===== config.mk =====
export PLATFORM = sky130hd
export DESIGN_NAME = modbus_rtu_slave_register_server_flat
export DESIGN_NICKNAME = d
export VERILOG_FILES = /design/src/hw/rtl/mrtu_pkg.sv /design/src/hw/rtl/mrtu_rx_if.sv /design/src/hw/rtl/mrtu_tx_if.sv /design/src/hw/rtl/mrtu_crc.sv /design/src/hw/rtl/modbus_rtu_slave_register_server.sv /design/src/flat_wrapper.sv
export SDC_FILE = /design/constraint.sdc
export NUM_CORES = 1
export LEC_CHECK = 0
export BUFFER_PORTS_ARGS = -buffer_cell sky130_fd_sc_hd__buf_2
export CORE_ASPECT_RATIO = 1.25
export CORE_MARGIN = 2
export CORE_UTILIZATION = 55
export CTS_BUF_LIST = sky130_fd_sc_hd__clkbuf_16
export DETAILED_ROUTE_END_ITERATION = 6
export GPL_ROUTABILITY_DRIVEN = 0
export PLACE_DENSITY = 0.82
export SETUP_SLACK_MARGIN = 0.4
export SYNTH_ARGS = -nofsm -noshare
export SYNTH_HDL_FRONTEND = slang
export SYNTH_HIERARCHICAL = 1
export SYNTH_SLANG_ARGS = --single-unit

===== constraint.sdc =====
create_clock -name i_clk -period 8.6 [get_ports i_clk]
set_input_delay 0.86 -clock i_clk [delete_from_list [all_inputs] [get_ports i_clk]]
set_output_delay 0.86 -clock i_clk [all_outputs]
set_load 0.03 [all_outputs]

===== src/hw/rtl/mrtu_pkg.sv =====
`timescale 1ns / 1ps
package mrtu_pkg;

    localparam int REG_COUNT_DEF        = 16;
    localparam int HIGHEST_REG_ADDR_DEF = 15;
    localparam int HDR_LEN              = 7;

    typedef logic [7:0]  t_byte;
    typedef logic [15:0] t_word;

    // function codes
    localparam t_byte FN_READ_HOLD    = 8'h03;
    localparam t_byte FN_WRITE_SINGLE = 8'h06;
    localparam t_byte FN_WRITE_MULTI  = 8'h10;
    localparam t_byte FN_EXC_FLAG     = 8'h80;

    // exception codes
    localparam t_byte EXC_NONE          = 8'd0;
    localparam t_byte EXC_ILLEGAL_FUNC  = 8'd1;
    localparam t_byte EXC_ILLEGAL_ADDR  = 8'd2;
    localparam t_byte EXC_ILLEGAL_VALUE = 8'd3;

    localparam t_word CRC_POLY = 16'hA001;
    localparam t_word CRC_INIT = 16'hFFFF;

    // configuration register indexes
    localparam int   CFG_IDX_W      = 1;
    localparam logic CFG_SLAVE_ADDR = 1'b0;
    localparam logic CFG_MAX_WRITE  = 1'b1;

    localparam t_byte SLAVE_ADDR_RST = 8'd1;
    localparam t_word MAX_WRITE_RST  = 16'hFFFF;
    localparam t_byte POS_MAX        = 8'd255;

    typedef struct packed {
        logic  init;
        logic  load;
        t_byte data;
    } t_crc_ctl;

endpackage


===== src/hw/rtl/mrtu_rx_if.sv =====
`timescale 1ns / 1ps
interface mrtu_rx_if import mrtu_pkg::*; ();
    logic  valid;
    logic  ready;
    t_byte rx_byte;
    logic  frame_end;

    modport source (output valid, output rx_byte, output frame_end, input ready);
    modport sink   (input valid, input rx_byte, input frame_end, output ready);
endinterface


===== src/hw/rtl/mrtu_tx_if.sv =====
`timescale 1ns / 1ps
interface mrtu_tx_if import mrtu_pkg::*; ();
    logic  valid;
    logic  ready;
    t_byte tx_byte;
    logic  tx_last;

    modport source (output valid, output tx_byte, output tx_last, input ready);
    modport sink   (input valid, input tx_byte, input tx_last, output ready);
endinterface


===== src/hw/rtl/mrtu_crc.sv =====
`timescale 1ns / 1ps
module mrtu_crc import mrtu_pkg::*; (
    input  logic     i_clk,
    input  logic     i_rst_n,
    input  t_crc_ctl i_ctl,
    output logic     o_busy,
    output t_word    o_crc
);

    t_word      r_crc;
    logic [2:0] r_cnt;
    logic       r_busy;
    t_word      shifted;

    // one bit of the reflected CRC per cycle
    assign shifted = (r_crc >> 1) ^ (r_crc[0] ? CRC_POLY : 16'h0000);

    always_ff @(posedge i_clk) begin
        if (!i_rst_n) begin
            r_crc  <= CRC_INIT;
            r_cnt  <= '0;
            r_busy <= 1'b0;
        end else if (i_ctl.init) begin
            r_crc  <= CRC_INIT;
            r_cnt  <= '0;
            r_busy <= 1'b0;
        end else if (i_ctl.load) begin
            r_crc  <= r_crc ^ {8'h00, i_ctl.data};
            r_cnt  <= '0;
            r_busy <= 1'b1;
        end else if (r_busy) begin
            r_crc <= shifted;
            r_cnt <= r_cnt + 3'd1;
            if (r_cnt == 3'd7) begin
                r_busy <= 1'b0;
            end
        end
    end

    assign o_busy = r_busy;
    assign o_crc  = r_crc;

    a_eight_shifts: assert property (@(posedge i_clk) disable iff (!i_rst_n)
        $rose(r_busy) |-> ##7 r_busy ##1 !r_busy)
        else $error("crc unit did not finish after eight shifts");

    a_no_load_busy: assert property (@(posedge i_clk) disable iff (!i_rst_n)
        i_ctl.load |-> !r_busy)
        else $error("crc load while shifting");

    a_init_load_excl: assert property (@(posedge i_clk) disable iff (!i_rst_n)
        !(i_ctl.init && i_ctl.load))
        else $error("crc init and load together");

endmodule


===== src/hw/rtl/modbus_rtu_slave_register_server.sv =====
`timescale 1ns / 1ps
// Request word: taken only in S_IDLE; S_POST follows, then S_IDLE again unless it ended the frame.
// Response: after the frame-end word is accepted, S_POST sets up the answer; each body
// word then passes S_LOAD (load), S_CRC (8 steps of the bit-serial CRC unit) and S_SEND
// (hand-off), plus any stall; the two CRC words follow. No request taken while answering.
// Synchronous reset clears the register file and frame state, slave address to 1,
// write limit to 0xFFFF.
module modbus_rtu_slave_register_server import mrtu_pkg::*; #(
    parameter int REG_COUNT        = REG_COUNT_DEF,
    parameter int HIGHEST_REG_ADDR = HIGHEST_REG_ADDR_DEF
) (
    input  logic                 i_clk,
    input  logic                 i_rst_n,
    mrtu_rx_if.sink              i_rx,
    mrtu_tx_if.source            o_tx,
    input  logic                 i_cfg_valid,
    output logic                 o_cfg_ready,
    input  logic [CFG_IDX_W-1:0] i_cfg_index,
    input  t_word                i_cfg_data
);

    localparam int IDX_W    = (REG_COUNT > 1) ? $clog2(REG_COUNT) : 1;
    localparam int BODY_MAX = 3 + 2 * REG_COUNT;
    localparam int KW       = $clog2(BODY_MAX + 1);

    localparam logic [15:0] REG_COUNT_W = 16'(REG_COUNT);
    localparam logic [16:0] REG_COUNT_X = 17'(REG_COUNT);
    localparam logic [15:0] HIGH_W      = 16'(HIGHEST_REG_ADDR);

    localparam logic [2:0] S_IDLE   = 3'd0;
    localparam logic [2:0] S_POST   = 3'd1;
    localparam logic [2:0] S_LOAD   = 3'd2;
    localparam logic [2:0] S_CRC    = 3'd3;
    localparam logic [2:0] S_SEND   = 3'd4;
    localparam logic [2:0] S_CRC_LO = 3'd5;
    localparam logic [2:0] S_CRC_HI = 3'd6;

    localparam logic [1:0] K_EXC  = 2'd0;
    localparam logic [1:0] K_READ = 2'd1;
    localparam logic [1:0] K_ECHO = 2'd2;

    logic [2:0]  r_state, n_state;
    t_word       r_regs [REG_COUNT];
    t_byte       r_hdr  [HDR_LEN];
    t_byte       r_pos;
    logic        r_wr_allowed;
    t_byte       r_pending;
    logic        r_end;
    logic        r_at6;
    t_byte       r_slave;
    t_word       r_max;
    logic [1:0]  r_kind;
    t_byte       r_code;
    logic [KW-1:0] r_len;
    logic [KW-1:0] r_k;
    t_byte       r_tx;

    t_crc_ctl    crc_ctl;
    logic        crc_busy;
    t_word       crc_val;

    logic        rx_acc, tx_acc;
    t_word       hdr_a, hdr_n;
    logic        n_bad, bc_bad, addr_bad;
    t_byte       rc_plain, rc_bc;
    t_byte       data_off;
    logic [6:0]  data_word;
    logic        store_ok;
    logic        wr_en;
    logic [IDX_W-1:0] wr_idx;
    t_word       wr_data;
    logic [16:0] data_sum;
    logic [KW-1:0] k_off;
    logic [IDX_W+KW-1:0] rd_sum;
    t_word       rd_word;
    t_byte       resp_byte;
    logic        fn6_ok;

    assign rx_acc     = i_rx.valid && i_rx.ready;
    assign tx_acc     = o_tx.valid && o_tx.ready;
    assign i_rx.ready = (r_state == S_IDLE);
    assign o_cfg_ready = 1'b1;

    assign hdr_a = {r_hdr[2], r_hdr[3]};
    assign hdr_n = {r_hdr[4], r_hdr[5]};

    // range checks shared by read, multiple-write and the write gate
    assign n_bad    = (hdr_n == 16'd0) || (hdr_n > REG_COUNT_W);
    assign bc_bad   = {9'd0, r_hdr[6]} != {hdr_n, 1'b0};
    assign addr_bad = (hdr_a > HIGH_W) || (({1'b0, hdr_a} + {1'b0, hdr_n}) > REG_COUNT_X);
    assign rc_plain = n_bad ? EXC_ILLEGAL_VALUE : (addr_bad ? EXC_ILLEGAL_ADDR : EXC_NONE);
    assign rc_bc    = (n_bad || bc_bad) ? EXC_ILLEGAL_VALUE
                    : (addr_bad ? EXC_ILLEGAL_ADDR : EXC_NONE);

    assign fn6_ok = (hdr_n <= r_max) && (hdr_a <= HIGH_W) && (hdr_a < REG_COUNT_W);

    // multiple-write data words
    assign data_off  = r_pos - 8'(HDR_LEN);
    assign data_word = data_off[7:1];
    assign data_sum  = {1'b0, hdr_a} + {10'd0, data_word};
    assign store_ok  = ({9'd0, data_word} < hdr_n) && (data_sum < REG_COUNT_X);

    always_comb begin
        wr_en   = 1'b0;
        wr_idx  = data_sum[IDX_W-1:0];
        wr_data = {r_pending, i_rx.rx_byte};
        if (r_state == S_IDLE) begin
            wr_en = rx_acc && (r_pos >= 8'(HDR_LEN)) && r_wr_allowed && data_off[0] && store_ok;
        end else if (r_state == S_POST) begin
            wr_en   = r_end && (r_hdr[1] == FN_WRITE_SINGLE) && fn6_ok;
            wr_idx  = hdr_a[IDX_W-1:0];
            wr_data = hdr_n;
        end
    end

    // response body byte r_k
    assign k_off   = r_k - KW'(3);
    assign rd_sum  = {{KW{1'b0}}, hdr_a[IDX_W-1:0]} + {{(IDX_W+1){1'b0}}, k_off[KW-1:1]};
    assign rd_word = r_regs[rd_sum[IDX_W-1:0]];

    always_comb begin
        resp_byte = r_slave;
        if (r_k != '0) begin
            case (r_kind)
                K_EXC: begin
                    resp_byte = (r_k == KW'(1)) ? (r_hdr[1] | FN_EXC_FLAG) : r_code;
                end
                K_READ: begin
                    if (r_k == KW'(1)) begin
                        resp_byte = FN_READ_HOLD;
                    end else if (r_k == KW'(2)) begin
                        resp_byte = {hdr_n[6:0], 1'b0};
                    end else begin
                        resp_byte = r_k[0] ? rd_word[15:8] : rd_word[7:0];
                    end
                end
                K_ECHO: begin
                    resp_byte = r_hdr[r_k[2:0]];
                end
                default: resp_byte = r_slave;
            endcase
        end
    end

    always_comb begin
        crc_ctl.init = (r_state == S_POST) && r_end;
        crc_ctl.load = (r_state == S_LOAD);
        crc_ctl.data = resp_byte;
    end

    mrtu_crc u_crc (
        .i_clk  (i_clk),
        .i_rst_n(i_rst_n),
        .i_ctl  (crc_ctl),
        .o_busy (crc_busy),
        .o_crc  (crc_val)
    );

    always_comb begin
        n_state = r_state;
        case (r_state)
            S_IDLE:   if (rx_acc) n_state = S_POST;
            S_POST:   n_state = r_end ? S_LOAD : S_IDLE;
            S_LOAD:   n_state = S_CRC;
            S_CRC:    if (!crc_busy) n_state = S_SEND;
            S_SEND:   if (tx_acc) n_state = (r_k == r_len - KW'(1)) ? S_CRC_LO : S_LOAD;
            S_CRC_LO: if (tx_acc) n_state = S_CRC_HI;
            S_CRC_HI: if (tx_acc) n_state = S_IDLE;
            default:  n_state = S_IDLE;
        endcase
    end

    always_ff @(posedge i_clk) begin
        if (!i_rst_n) begin
            r_state      <= S_IDLE;
            r_pos        <= '0;
            r_wr_allowed <= 1'b0;
            r_pending    <= '0;
            r_end        <= 1'b0;
            r_at6        <= 1'b0;
            r_slave      <= SLAVE_ADDR_RST;
            r_max        <= MAX_WRITE_RST;
            r_kind       <= K_EXC;
            r_code       <= EXC_NONE;
            r_len        <= '0;
            r_k          <= '0;
            r_tx         <= '0;
            for (int i = 0; i < HDR_LEN; i++) begin
                r_hdr[i] <= '0;
            end
            for (int i = 0; i < REG_COUNT; i++) begin
                r_regs[i] <= '0;
            end
        end else begin
            r_state <= n_state;

            if (i_cfg_valid && o_cfg_ready) begin
                case (i_cfg_index)
                    CFG_SLAVE_ADDR: r_slave <= i_cfg_data[7:0];
                    CFG_MAX_WRITE:  r_max   <= i_cfg_data;
                    default: ;
                endcase
            end

            if (wr_en) begin
                r_regs[wr_idx] <= wr_data;
            end

            case (r_state)
                S_IDLE: begin
                    if (rx_acc) begin
                        r_end <= i_rx.frame_end;
                        r_at6 <= (r_pos == 8'(HDR_LEN - 1));
                        if (r_pos < 8'(HDR_LEN)) begin
                            r_hdr[r_pos[2:0]] <= i_rx.rx_byte;
                        end else if (r_wr_allowed && !data_off[0]) begin
                            r_pending <= i_rx.rx_byte;
                        end
                        if (r_pos != POS_MAX) begin
                            r_pos <= r_pos + 8'd1;
                        end
                    end
                end
                S_POST: begin
                    if (r_at6) begin
                        r_wr_allowed <= (r_hdr[1] == FN_WRITE_MULTI) && (rc_bc == EXC_NONE);
                    end
                    if (r_end) begin
                        r_k    <= '0;
                        r_kind <= K_EXC;
                        r_len  <= KW'(3);
                        case (r_hdr[1])
                            FN_READ_HOLD: begin
                                r_code <= rc_plain;
                                if (rc_plain == EXC_NONE) begin
                                    r_kind <= K_READ;
                                    r_len  <= KW'(3) + KW'({hdr_n, 1'b0});
                                end
                            end
                            FN_WRITE_SINGLE: begin
                                r_code <= (hdr_n > r_max) ? EXC_ILLEGAL_VALUE : EXC_ILLEGAL_ADDR;
                                if (fn6_ok) begin
                                    r_kind <= K_ECHO;
                                    r_len  <= KW'(6);
                                end
                            end
                            FN_WRITE_MULTI: begin
                                r_code <= rc_bc;
                                if (rc_bc == EXC_NONE) begin
                                    r_kind <= K_ECHO;
                                    r_len  <= KW'(6);
                                end
                            end
                            default: r_code <= EXC_ILLEGAL_FUNC;
                        endcase
                    end
                end
                S_LOAD: begin
                    r_tx <= resp_byte;
                end
                S_SEND: begin
                    if (tx_acc) begin
                        r_k <= r_k + KW'(1);
                    end
                end
                S_CRC_HI: begin
                    if (tx_acc) begin
                        // frame done: back to a clean frame state
                        r_pos        <= '0;
                        r_wr_allowed <= 1'b0;
                        r_pending    <= '0;
                        for (int i = 0; i < HDR_LEN; i++) begin
                            r_hdr[i] <= '0;
                        end
                    end
                end
                default: ;
            endcase
        end
    end

    assign o_tx.valid   = (r_state == S_SEND) || (r_state == S_CRC_LO) || (r_state == S_CRC_HI);
    assign o_tx.tx_last = (r_state == S_CRC_HI);
    assign o_tx.tx_byte = (r_state == S_CRC_LO) ? crc_val[7:0]
                        : ((r_state == S_CRC_HI) ? crc_val[15:8] : r_tx);

    a_no_overlap: assert property (@(posedge i_clk) disable iff (!i_rst_n)
        o_tx.valid |-> !i_rx.ready)
        else $error("request taken while answering");

    a_gate_fn: assert property (@(posedge i_clk) disable iff (!i_rst_n)
        r_wr_allowed |-> (r_hdr[1] == FN_WRITE_MULTI))
        else $error("data write gate open for wrong function");

    a_crc_to_send: assert property (@(posedge i_clk) disable iff (!i_rst_n)
        (r_state == S_CRC) && !crc_busy |=> (r_state == S_SEND))
        else $error("body word not presented after crc step");

    a_crc_stable: assert property (@(posedge i_clk) disable iff (!i_rst_n)
        (r_state == S_CRC_LO) |-> !crc_busy)
        else $error("crc still running at crc output");

endmodule

===== src/flat_wrapper.sv =====
// flat-port wrapper written by rule: the top's interface ports become plain ports
module modbus_rtu_slave_register_server_flat import mrtu_pkg::*;
#(
    parameter int REG_COUNT        = REG_COUNT_DEF,
    parameter int HIGHEST_REG_ADDR = HIGHEST_REG_ADDR_DEF
)
  (i_clk, i_rst_n, i_cfg_valid, o_cfg_ready, i_cfg_index, i_cfg_data, i_rx_valid, i_rx_rx_byte, i_rx_frame_end, i_rx_ready, o_tx_valid, o_tx_tx_byte, o_tx_tx_last, o_tx_ready);
  mrtu_rx_if i_rx_i ();
  mrtu_tx_if o_tx_i ();
  input  logic i_clk;
  input  logic i_rst_n;
  input  logic i_cfg_valid;
  output logic o_cfg_ready;
  input  logic [CFG_IDX_W-1:0] i_cfg_index;
  input  t_word i_cfg_data;
  input wire logic [$bits(i_rx_i.valid)-1:0] i_rx_valid;
  input wire logic [$bits(i_rx_i.rx_byte)-1:0] i_rx_rx_byte;
  input wire logic [$bits(i_rx_i.frame_end)-1:0] i_rx_frame_end;
  output wire logic [$bits(i_rx_i.ready)-1:0] i_rx_ready;
  output wire logic [$bits(o_tx_i.valid)-1:0] o_tx_valid;
  output wire logic [$bits(o_tx_i.tx_byte)-1:0] o_tx_tx_byte;
  output wire logic [$bits(o_tx_i.tx_last)-1:0] o_tx_tx_last;
  input wire logic [$bits(o_tx_i.ready)-1:0] o_tx_ready;
  assign i_rx_i.valid = i_rx_valid;
  assign i_rx_i.rx_byte = i_rx_rx_byte;
  assign i_rx_i.frame_end = i_rx_frame_end;
  assign i_rx_ready = i_rx_i.ready;
  assign o_tx_valid = o_tx_i.valid;
  assign o_tx_tx_byte = o_tx_i.tx_byte;
  assign o_tx_tx_last = o_tx_i.tx_last;
  assign o_tx_i.ready = o_tx_ready;
  modbus_rtu_slave_register_server #(.REG_COUNT(REG_COUNT), .HIGHEST_REG_ADDR(HIGHEST_REG_ADDR)) u_core (.i_clk(i_clk), .i_rst_n(i_rst_n), .i_rx(i_rx_i), .o_tx(o_tx_i), .i_cfg_valid(i_cfg_valid), .o_cfg_ready(o_cfg_ready), .i_cfg_index(i_cfg_index), .i_cfg_data(i_cfg_data));
endmodule

======== After elaboration in Yosys (flattened, before gate mapping) ========
Memory sizes are Yosys's and may differ from the RTL's. A register that Yosys moved wholly into a read port is not among the register bits.
Index checks and enable logic that the tools add are counted.
Widths: inputs -> output; s select.
word-level totals
  memories ................................ 2
  bits in writable memories ............... 312
  flip-flop bits (word level) ............. 96
cells by class
  $lt $le $gt $ge ......................... 11
  bitwise operators ....................... 11
  add/subtract/negate cells ............... 10
  eq/ne operators ......................... 28
  mux-type cells .......................... 83
  reduce and logical (&&, ||, !) cells .... 43
memory list
  memory         depth  bits a word  read ports  clocked after memory_dff  wr ports  RTL line                                text
  u_core.r_regs  16     16           1           0                         16        modbus_rtu_slave_register_server.sv:43  t_word r_regs [REG_COUNT];
  u_core.r_hdr   7      8            7           1                         7         modbus_rtu_slave_register_server.sv:44  t_byte r_hdr [HDR_LEN];
operators by type and width
  cell                 count
  $mux 8               23
  $mux 16              6
  $pmux 8 s3           2
  $mux 3               11
  $pmux 8 s2           2
  $mux 1               24
  $pmux 3 s7           1
  $mux 6               3
  $pmux 6 s3           1
  $add 16x16->17       1
  $add 16x7->17        1
  $gt 17x5->1 const B  1
  $lt 17x5->1 const B  1
  $ne 8x17->1          1
  $eq 8x3->1 const B   2
  $gt 16x16->1         1
  $gt 16x4->1 const B  1
  $gt 16x5->1 const B  1
  $le 16x16->1         1
  $le 16x4->1 const B  1
  $logic_not 16->1     1
  $logic_not 8->1      2
  $lt 16x5->1 const B  1
  $lt 7x16->1          1
  47 further kinds     96

======== Depth between registers and ports, before layout ========
  depth in word-level cells ............... 12
  gate-level depth with buffers ........... 16

======== Modules after synthesis ========
Netlist, hierarchy kept.
modules (own cells, without submodules)
  module                            area each (µm²)  sequential area each (µm²)  times used  cells each
  modbus_rtu_slave_register_server  20337.0          11070.6                     1           1751
  mrtu_crc                          910.9            400.4                       1           105

======== Worst setup path after synthesis ========
No wires, ideal clock.
  path type ............................... register -> register
  start point ............................. reg u_core.r_pos[4]
  end point ............................... mem u_core/r_regs[10][0] (netlist bit) (enable)
  path buffers ............................ 4
  arrival time ............................ 4.147 ns
  cell stages (with the launch flop) ...... 16
  data required time ...................... 8.228 ns
  library setup time ...................... 0.372 ns
  slack ................................... 4.081 ns
  path through ............................ dfxtp_1 > clkbuf_1 > nor4_1 > nand2_1 > xnor2_1 > ha_1 > or3_1 > clkbuf_1 > o211ai_1 > mux2_2 > o22a_1 > nor4_2 > buf_2 > o211ai_1 > clkbuf_1 > nand2_1
RTL lines
  element                 RTL line                                 text
  from (decl)             modbus_rtu_slave_register_server.sv:45   t_byte r_pos;
  from (signal assigned)  modbus_rtu_slave_register_server.sv:220  r_pos <= r_pos + 8'd1;
  to (decl)               modbus_rtu_slave_register_server.sv:43

==> flow_metrics.tcl <==
set metrics [dict create \
    drt-total-wl_um 60000 \
    p_total_mw 4.57 \
    vdd_drop_max_uv 158 \
    synth_enable_flop_cells 320 \
    placed_area_mm2 0.0219 \
    worst_ep_arrival_time_ns 5.42 \
    routedWlPerCell_um 25.1 \
    core_region_area_mm2 0.0381 \
    avgViaCountPerCell 6.69 \
    power.density_mw_per_mm2 196 \
    outcome "complete, no violations" \
    drtIter0Drc 2268 \
    p_leak_nw 8.56 \
    startpoint_type "register" \
    die_x_um 180 \
    period_share 0.584 \
    multi_input_area_mm2 0.00913 \
    grt_pass1_wl_um 91300 \
    drive_gt1_frac 0.150 \
    grt_pass1_vias 15600 \
    finalSetupTns_ns 0 \
    finalNetCount 1960 \
    dr.pass1.iters 5 \
    synth_area_leaders "edfxtp_1 45%, mux4_2 10%, dfxtp_1 8.8%, nor2_1 6.3%, ha_1 3.5%" \
    rows 80 \
    place_hpwl_um 40300 \
    fmax_ghz 0.199 \
    ant_nets 0 \
    dpl_worst_slack_ns 3.49 \
    antenna_found_initial 0 \
    cts_tree "built" \
    seqCellArea_mm2 0.0115 \
    num_vias 16000 \
    grt_usage 0.297 \
    maxCapViolCount 0 \
    design_area_mm2 0.0234 \
    ys_ff_latch 413 \
    fill_cells 2807 \
    worstSetupEndpointType "register" \
    ys.flop_type "edfxtp_1" \
    cpMostUsedCell "mux4_2" \
    skew_ns 0.0279 \
    clk_pin_slew_worst_paths_ns 0.07 \
    grt_max_degree 65 \
    cts_setup_buffers 0 \
    root_buffer "clkbuf_16" \
    final_max_slew_viol_count 0 \
    synthCells 1856 \
    io_pins 43 \
    hp-class "reg -> reg" \
    synth_area_mm2 0.0212 \
    cts_buffer_depth 3 \
    finalHoldViolCount 0 \
    ys_seq_area_frac 0.540 \
    cts_sinks 413 \
    syn_area_per_cell_um2 11.4 \
    drc 0 \
    worst_slew_pin_slew_ns 1.06 \
    slowest_stage "ha_4" \
    synth_area_leader_cell "edfxtp_1" \
    die_area_mm2 0.0402 \
    critical_path_class "reg -> reg" \
    setup_viol_count_final 0 \
    worstPathCellList "inv_2 -> ha_1 -> ha_4 -> buf_4 -> mux4_2 -> mux4_2 -> mux2i_1 -> a211oi_1 -> nor2_1 -> a21oi_1 -> nand2b_1 -> a21oi_2 -> o21ai_1" \
    rsz0062_at_grt "no" \
    ys_warn_count 6 \
    async_reset_ff_frac 0 \
    required_ns 9.00 \
    ys_types 78 \
    path_max_fanout 35 \
    chipHeight_um 224 \
    numCtsBuffers 41 \
    yosysMostFrequentCell "nor2_1" \
    insertion_delay_ns 0.58 \
    htreeDepth 2 \
    io_buffers 41 \
    start_util 0.557 \
    cts_resized 0 \
    grt-ovfl-total 0 \
    hold_buffers 0 \
    slew_headroom 0.293 \
    cpPeakStageDelay_ns 0.66 \
    synth_common_cells "355 x nor2_1, 320 x edfxtp_1, 136 x nand2_1, 96 x mux4_2" \
    finalCriticalPeriod_ns 5.02 \
    synth_nets 1949 \
    syn_to_final_growth_pct 10.0 \
    fin_ws_ns 3.58 \
    yosys.area.top_type_share 0.452 \
]
kinds of logic after synthesis:
logic type      share of synthesized area
simple gates                        0.160
flops                               0.540
compound gates                     0.0900
buf+inv                            0.0317
mux                                 0.121
fa+ha+maj                          0.0376
xor+xnor                           0.0198
other cells                      0.000176
area by class of cell:
cell class | count | share of cell area
tap | 492 | 0.0263
timing repair buffer | 84 | 0.0226
multi-input combinational | 1274 | 0.391
antenna | 1 | 0.000107
inverter | 53 | 0.00851
clock buffer | 41 | 0.0439
sequential | 413 | 0.491
clock inverter | 35 | 0.0172
stage by stage:
stage,utilization,hold WS (ns),instances
6_report,0.613,0.480,2393
5_1_grt,0.613,0.510,2392
4_1_cts,0.613,0.480,2391
3_5_place_dp,0.575,0.469,2315
3_3_place_gp,0.575,0.460,2315
2_1_floorplan,-,0.441,1856
cell usage in the layout, fill, tap and decap left out, types with 9 or more instances in the layout:
cell type / instances
nor3_1: 36
nand2_1: 136
xor2_1: 19
nand2b_1: 18
dfxtp_1: 93
a21o_1: 15
ha_1: 58
inv_1: 59
o22ai_1: 10
a211oi_1: 15
xnor2_1: 28
or2_2: 11
o31ai_1: 9
edfxtp_1: 320
buf_4: 43
o21a_1: 11
and2_1: 66
nor2_1: 355
a31oi_1: 9
o211ai_1: 42
nand3_1: 49
a21oi_1: 51
nor2b_1: 13
mux2i_1: 31
o2111ai_1: 9
clkbuf_16: 41
o21ai_0: 40
buf_2: 41
mux4_2: 96
a21boi_0: 20
nand4_1: 19
worst max-delay path, delay by kind of cell, from the launching register on:
kind,cells,cell delay [ns]
AOI/OAI and AO/OA,4,0.49
adders and majority gates,2,1.06
and+or+nand+nor,2,0.31
muxes,3,1.48
DFF,1,0.53
buffers and inverters,2,0.91
path summary, 6_finish.rpt:
check | startpoint | to | slack (ns) | cells past startpoint
setup / recovery | u_core/r_k[0]$_SDFFE_PN0P_ | u_core/u_crc/o_crc[6]$_SDFFE_PP1P_ | 3.58 | 13
hold / removal | u_core/r_pending[6]$_SDFFE_PN0P_ | u_core/r_pending[6]$_SDFFE_PN0P_ | 0.48 | 2
setup reg to reg | u_core/r_k[0]$_SDFFE_PN0P_ | u_core/u_crc/o_crc[6]$_SDFFE_PP1P_ | 3.58 | 13
hold reg to reg | u_core/r_pending[6]$_SDFFE_PN0P_ | u_core/r_pending[6]$_SDFFE_PN0P_ | 0.48 | 2
where the power goes:
group / internal (mW) / switching (mW)
logic: 0.153 / 0.263
registers: 2.21 / 0.0575
clock network: 1.10 / 0.791
total: 3.46 / 1.11
flip-flops by register name (all words and copies together), names as in the netlist, 8 cells and up, named ones only:
register and count:
u_core/r_slave 8, u_core/r_pending 8, u_core/r_max 16, u_core/u_crc/o_crc 16
u_core/r_regs 256, u_core/r_pos 8, u_core/r_tx 8, u_core/r_hdr 64
per-layer routing:
| layer | wire length (µm) | track usage |
|---|---|---|
| met5 | 0 | 0 |
| met2 | 29100 | 0.495 |
| met4 | 4340 | 0.192 |
| met3 | 6340 | 0.0554 |
| met1 | 20200 | 0.354 |
Power figures use the tool's default switching activity.
